==> src/rtl/dsa_pkg.sv <==
// Shared types and constants for the dual stack block.
package dsa_pkg;

    localparam int DATA_W = 32;
    localparam int OP_W   = 2;
    localparam int ST_W   = 2;
    localparam int CAP_W  = 11;

    localparam logic [CAP_W-1:0] CAP_RESET = 11'd1024;

    // Operation codes carried by the input item.
    localparam logic [OP_W-1:0] OP_PUSH_ONE = 2'd0;
    localparam logic [OP_W-1:0] OP_PUSH_TWO = 2'd1;
    localparam logic [OP_W-1:0] OP_POP_ONE  = 2'd2;
    localparam logic [OP_W-1:0] OP_POP_TWO  = 2'd3;

    // Result status codes.
    localparam logic [ST_W-1:0] ST_OK    = 2'd0;
    localparam logic [ST_W-1:0] ST_FULL  = 2'd1;
    localparam logic [ST_W-1:0] ST_EMPTY = 2'd2;

    // Register index taken from the byte address.
    localparam logic CFG_IDX_CAPACITY = 1'b0;

    // Commands from the controller to the datapath.
    typedef struct packed {
        logic take_in;
        logic exec;
        logic load_out;
    } t_cmd;

endpackage

==> src/rtl/dsa_ctrl.sv <==
// Sequencing state machine for the dual stack block.
module dsa_ctrl import dsa_pkg::*; (
    input  logic i_clk,
    input  logic i_rst_n,
    input  logic i_in_valid,
    output logic o_in_ready,
    output logic o_out_valid,
    input  logic i_out_ready,
    output t_cmd o_cmd
);

    localparam logic [1:0] S_IDLE = 2'd0;
    localparam logic [1:0] S_EXEC = 2'd1;
    localparam logic [1:0] S_HOLD = 2'd2;

    logic [1:0] r_state;
    logic [1:0] n_state;
    logic       r_out_valid;
    logic       n_out_valid;
    t_cmd       cmd;

    always_comb begin
        n_state = r_state;
        cmd     = '0;
        case (r_state)
            S_IDLE: begin
                if (i_in_valid) begin
                    cmd.take_in = 1'b1;
                    n_state     = S_EXEC;
                end
            end
            S_EXEC: begin
                cmd.exec = 1'b1;
                n_state  = S_HOLD;
            end
            S_HOLD: begin
                // The result moves on once the output register is free or emptying.
                if (!r_out_valid || i_out_ready) begin
                    cmd.load_out = 1'b1;
                    n_state      = S_IDLE;
                end
            end
            default: begin
                n_state = S_IDLE;
            end
        endcase
    end

    always_comb begin
        if (cmd.load_out) begin
            n_out_valid = 1'b1;
        end else if (i_out_ready) begin
            n_out_valid = 1'b0;
        end else begin
            n_out_valid = r_out_valid;
        end
    end

    always_ff @(posedge i_clk) begin
        if (!i_rst_n) begin
            r_state     <= S_IDLE;
            r_out_valid <= 1'b0;
        end else begin
            r_state     <= n_state;
            r_out_valid <= n_out_valid;
        end
    end

    assign o_in_ready  = (r_state == S_IDLE);
    assign o_out_valid = r_out_valid;
    assign o_cmd       = cmd;

`ifndef ASSERT_OFF
    a_accept_to_exec: assert property (@(posedge i_clk) disable iff (!i_rst_n)
        (i_in_valid && o_in_ready) |=> (r_state == S_EXEC))
        else $error("accepted item did not enter execution");

    a_exec_to_hold: assert property (@(posedge i_clk) disable iff (!i_rst_n)
        (r_state == S_EXEC) |=> (r_state == S_HOLD))
        else $error("execution step did not reach the hold state");

    a_cmd_exclusive: assert property (@(posedge i_clk) disable iff (!i_rst_n)
        $onehot0({cmd.take_in, cmd.exec, cmd.load_out}))
        else $error("more than one datapath command in a cycle");

    a_load_sets_valid: assert property (@(posedge i_clk) disable iff (!i_rst_n)
        cmd.load_out |=> r_out_valid)
        else $error("loaded result not presented");
`endif

endmodule

==> config.mk <==
export PLATFORM = sky130hd
export DESIGN_NAME = dsa_ctrl
export DESIGN_NICKNAME = d
export VERILOG_FILES = /design/src/rtl/dsa_pkg.sv /design/src/rtl/dsa_ctrl.sv
export SDC_FILE = /design/constraint.sdc
export NUM_CORES = 1
export LEC_CHECK = 0
export BUFFER_PORTS_ARGS = -buffer_cell sky130_fd_sc_hd__buf_4
export CORE_AREA = 2 2 39 41
export CTS_BUF_LIST = sky130_fd_sc_hd__clkbuf_4 sky130_fd_sc_hd__clkbuf_8 sky130_fd_sc_hd__clkbuf_16
export CTS_CLUSTER_DIAMETER = 30
export DETAILED_ROUTE_END_ITERATION = 16
export DIE_AREA = 0 0 41 43
export PLACE_DENSITY_LB_ADDON = 0.12
export SYNTH_ARGS = -nofsm -noshare
export SYNTH_HDL_FRONTEND = slang
export SYNTH_SLANG_ARGS = --single-unit
==> constraint.sdc <==
create_clock -name i_clk -period 0.9 [get_ports i_clk]
set_input_delay 0.09 -clock i_clk [delete_from_list [all_inputs] [get_ports i_clk]]
set_output_delay 0.09 -clock i_clk [all_outputs]
set_load 0.005 [all_outputs]
* Word level (Yosys, flattened, before mapping)
Cells that the tools add are included.
** Storage, ports and cells
- Register bits :: 3
- Bits in latches :: 0
- Memory bits (writable) :: 0
- Bits in read-only memories :: 0
- Input port bits :: 4
- Output and inout bits :: 5
- Logic and storage cells :: 21
- Memories kept :: 0
** Operators by class
- $add $sub $neg :: 0
- $mul :: 0
- Div/mod/pow operators :: 0
- Magnitude comparators :: 0
- Equal/unequal tests :: 4
- Shift operators :: 0
- Multiplexer cells :: 10
- Bitwise logic cells :: 0
- Reduce and logical (&&, ||, !) cells :: 5
** Operators with widths (number)
- $mux W1 :: 7
- $pmux W2 S3 :: 1
- $mux W2 :: 2
- $ne A2 B2 Y1 const B :: 2
- $eq A2 B1 Y1 const B :: 1
- $eq A2 B2 Y1 const B :: 1
- $logic_not A2 Y1 :: 1
- $reduce_and A2 Y1 :: 1
- $reduce_bool A2 Y1 :: 1
- $logic_not A1 Y1 :: 1
- $logic_or A1 B1 Y1 :: 1

* Longest topological paths before layout
- Word-level depth :: 5
- Mapped depth :: 3
- Mapped depth without buffers :: 2

* Worst setup path after synthesis
OpenSTA, ideal clock, no wires.
- Path type :: register to register
- Start point :: register r_state[1]
- End point :: register r_state[1]
- Library setup time :: 0.115 ns
- Arrival time :: 0.724 ns
- Data required time :: 0.785 ns
- Setup slack :: 0.061 ns
- Stages on the path, launching flop included :: 3
- Path buffers :: 0
- Clock period less this slack :: 0.839 ns
- Path through :: dfxtp_1 and2b_4 o21a_1
** On the way
- Cells in the longest elaborated chain, start to end :: 3
- Elaborated cells on any way between the ends :: 7
- Those cells by class :: 4 x eq/ne; 1 x mux; 2 x reduce/logical
** Ends and longest elaborated chain
- start, declared :: RTL line dsa_ctrl.sv:16 : logic [1:0] r_state;
- start signal, assigned :: RTL line dsa_ctrl.sv:64 : r_state <= n_state;
- $eq A2 B2 Y1 / $logic_not A2 Y1 (equally long branches) :: RTL line dsa_ctrl.sv:25 : case (r_state)
- $ne A2 B2 Y1 (no source line)
- $reduce_and A2 Y1 (no source line)
Several ways; a longest one is shown, not always the timed one.
A chain may end at the register's enable or synchronous reset.

==> flow_summary.toml <==
[logic_synthesis]
synthArstFlopShare_pct = 0
synth_compound_area_share_pct = 10.26
synthSimpleGateAreaFrac_pct = 43.59
syn_area_um2 = 146.4
synth_cell_type_count = 11
synth_most_common_cell = "dfxtp_1"
ys.flop_type = "dfxtp_1"
synth_top_area_share_pct = 41.03
seq_area_frac_synth_pct = 41.03
synth_mux_area_share_pct = 0
synthesis.nets = 18
yosys-top-cells-count = "dfxtp_1 (3), nand2b_1 (2)"
yosys.area.top_type = "dfxtp_1"
ys_warn_count = 0
ys_ff_latch = 3
syn_avg_cell_area_um2 = 10.46
syn_inst = 14
synth_top_family_by_area = "simple AND/OR/NAND/NOR gates"
synth-xor-area-share_pct = 0
synth_edf_count = 0
yosys.area_share.adder_pct = 0
yosys-top-cells-area = "dfxtp_1 (41%), and4bb_1 (8.5%), nand2b_1 (8.5%)"

[clocking]
clockRootBuffer = "clkbuf_4"
clk_pin_slew_ps = 40
cts_inserted_buffers = 3
tritoncts = "done"
clockBufferDepth = 2
ctsHtreeMaxLevel = 1
clkSinkCount = 3
clock_latency_ps = 230

[sta]
finalHoldViolCount = 0
fmaxAchievable_mhz = 992.1
finalSetupViolations = 3
fin_crit_sh_pct = 112.0
finClkSkew_ps = 0.7543
finalSetupTns_ps = -286.4
max_slew_margin_pct = 89.02
rsz0062_at_grt = "yes"
finalCriticalPeriod_ps = 1008
whs_ps = 82.89
fin_ws_ps = -107.9
drv_slew = 0
tightestPinTransition_ps = 163.2

[power]
power.density_mw_per_mm2 = 1748
ir_worst_vdd_mv = 0.4513
p_leak_nw = 0.1193

[global_route]
grt_pass1_vias = 135
grt_max_degree = 6
grt_antenna_before_repair = 0
grt_pass1_wl_um = 496
grt_util_all_layers_pct = 4.819
grt_overflow = 0

[setup_path]
crit_type = "flop to output port"
startpoint_type = "flop"
cp.required_ps = 810
cp.arrival_ps = 920
r2r_cells = 2
worstReg2RegEnd = "r_state[1]"
ff2ff_setup_slack_ps = 60
cp-end-kind = "output port"
r2r-start = "r_state[1]"
critPathMaxFanout = 5
crit_start = "r_state[1]"
crit_path_end = "o_cmd[1]"

[final_layout]
finalNonFillerCells = 41
n_antenna_cell = 0
layout.area.seq_um2 = 66.31
drive_gt1_share_pct = 76.00
fill_cells = 163
syn_to_final_growth_pct = 83.76
multi_input_area_um2 = 88.84
final_nets = 30

[die]
die_h_um = 43
die_width_um = 41
std_cell_rows = 14
initial_utilization_pct = 10.58
pin_count = 9
core-area_mm2 = 0.001384
dieArea_mm2 = 0.001763

[route]
avgViaCountPerCell = 3.171
drc = 0
drtIter0Drc = 3
first_pass_iters = 4
wirelength_um = 306
ant_nets = 0
via_count = 130
wl_per_cell_um = 7.463

[placement]
place_inst = 37
gp_congestion = 0.5590
numPortBuffers = 8

[outcome]
violations = "negative setup slack"
status = "finished, violations left"

[job]
cap_violations = 0

[min_path]
min-delay-start = "i_rst_n"
worstHoldPathType = "primary input to flop"
worst max-delay path, cell delays in order (launching register included):
cell and delay, ps:
dfxtp_4 350, and2b_4 250, buf_6 90
routing by layer:
metal	wire length [µm]	track usage, %
met2	174	5.938
met3	20	3.141
met4	0	6.000
met1	112	4.502
met5	0	0
report_power, final:
group / total (mW) / switching (mW) / internal (mW)
clock: 0.263 / 0.0671 / 0.196
combinational: 0.0600 / 0.0166 / 0.0434
sequential: 0.147 / 0.00784 / 0.139
total: 0.470 / 0.0915 / 0.379
repair_timing:
action | in CTS | in global routing
setup endpoints to repair | 4 | 4
hold buffers | 0 | 0
gates resized for setup | 5 | 2
pin swaps | 1 | 0
buffers inserted | 0 | 0
state kept, by name, indices dropped and copies added (netlist names):
signal and flops:
o_out_valid 1, r_state 2
through the flow:
| step | setup WS [ps] | area (µm²) | utilization (%) | power [mW] |
|---|---|---|---|---|
| floorplan | 61.43 | 146.4 | - | 0.1721 |
| global placement | 2.272 | 219.0 | 15.82 | 0.2049 |
| detailed placement | 24.95 | 219.0 | 15.82 | 0.2046 |
| CTS | -128.1 | 265.3 | 19.17 | 0.4798 |
| global route | -162.1 | 269.0 | 19.44 | 0.5117 |
| finish | -107.9 | 269.0 | 19.44 | 0.4703 |
area by class of cell:
class / count / share of cell area, %
Sequential cell: 3 / 24.65
Clock buffer: 4 / 11.16
Tap cell: 16 / 7.442
Multi-Input combinational cell: 10 / 33.02
Timing Repair Buffer: 8 / 23.72
worst min-delay path by stage:
stage	slack, ps	to	cells past startpoint
after floorplan	210	r_state[1]	1
after global placement	330	r_state[1]	2
after detailed placement	320	r_state[1]	2
after CTS	80	r_state[1]	2
after global routing	90	r_state[0]	2
final	80	r_state[1]	2
cells in the final DEF (no fill, tap or decap):
cell type	instances
nand2b_4	1
and2b_4	1
buf_4	7
buf_6	1
nor3b_2	1
and4bb_1	1
and2_1	1
nor2_1	1
o21a_1	1
dfxtp_2	2
a21boi_0	1
dfxtp_4	1
nand2b_1	1
nor2b_2	1
clkbuf_4	4
logic make-up after synthesis:
| logic type | count (synthesis) |
|---|---|
| DFF | 3 |
| buffers and inverters | 1 |
| AOI/OAI and AO/OA | 2 |
| and+or+nand+nor | 8 |
Note: power is estimated with default switching activity, not from simulation.
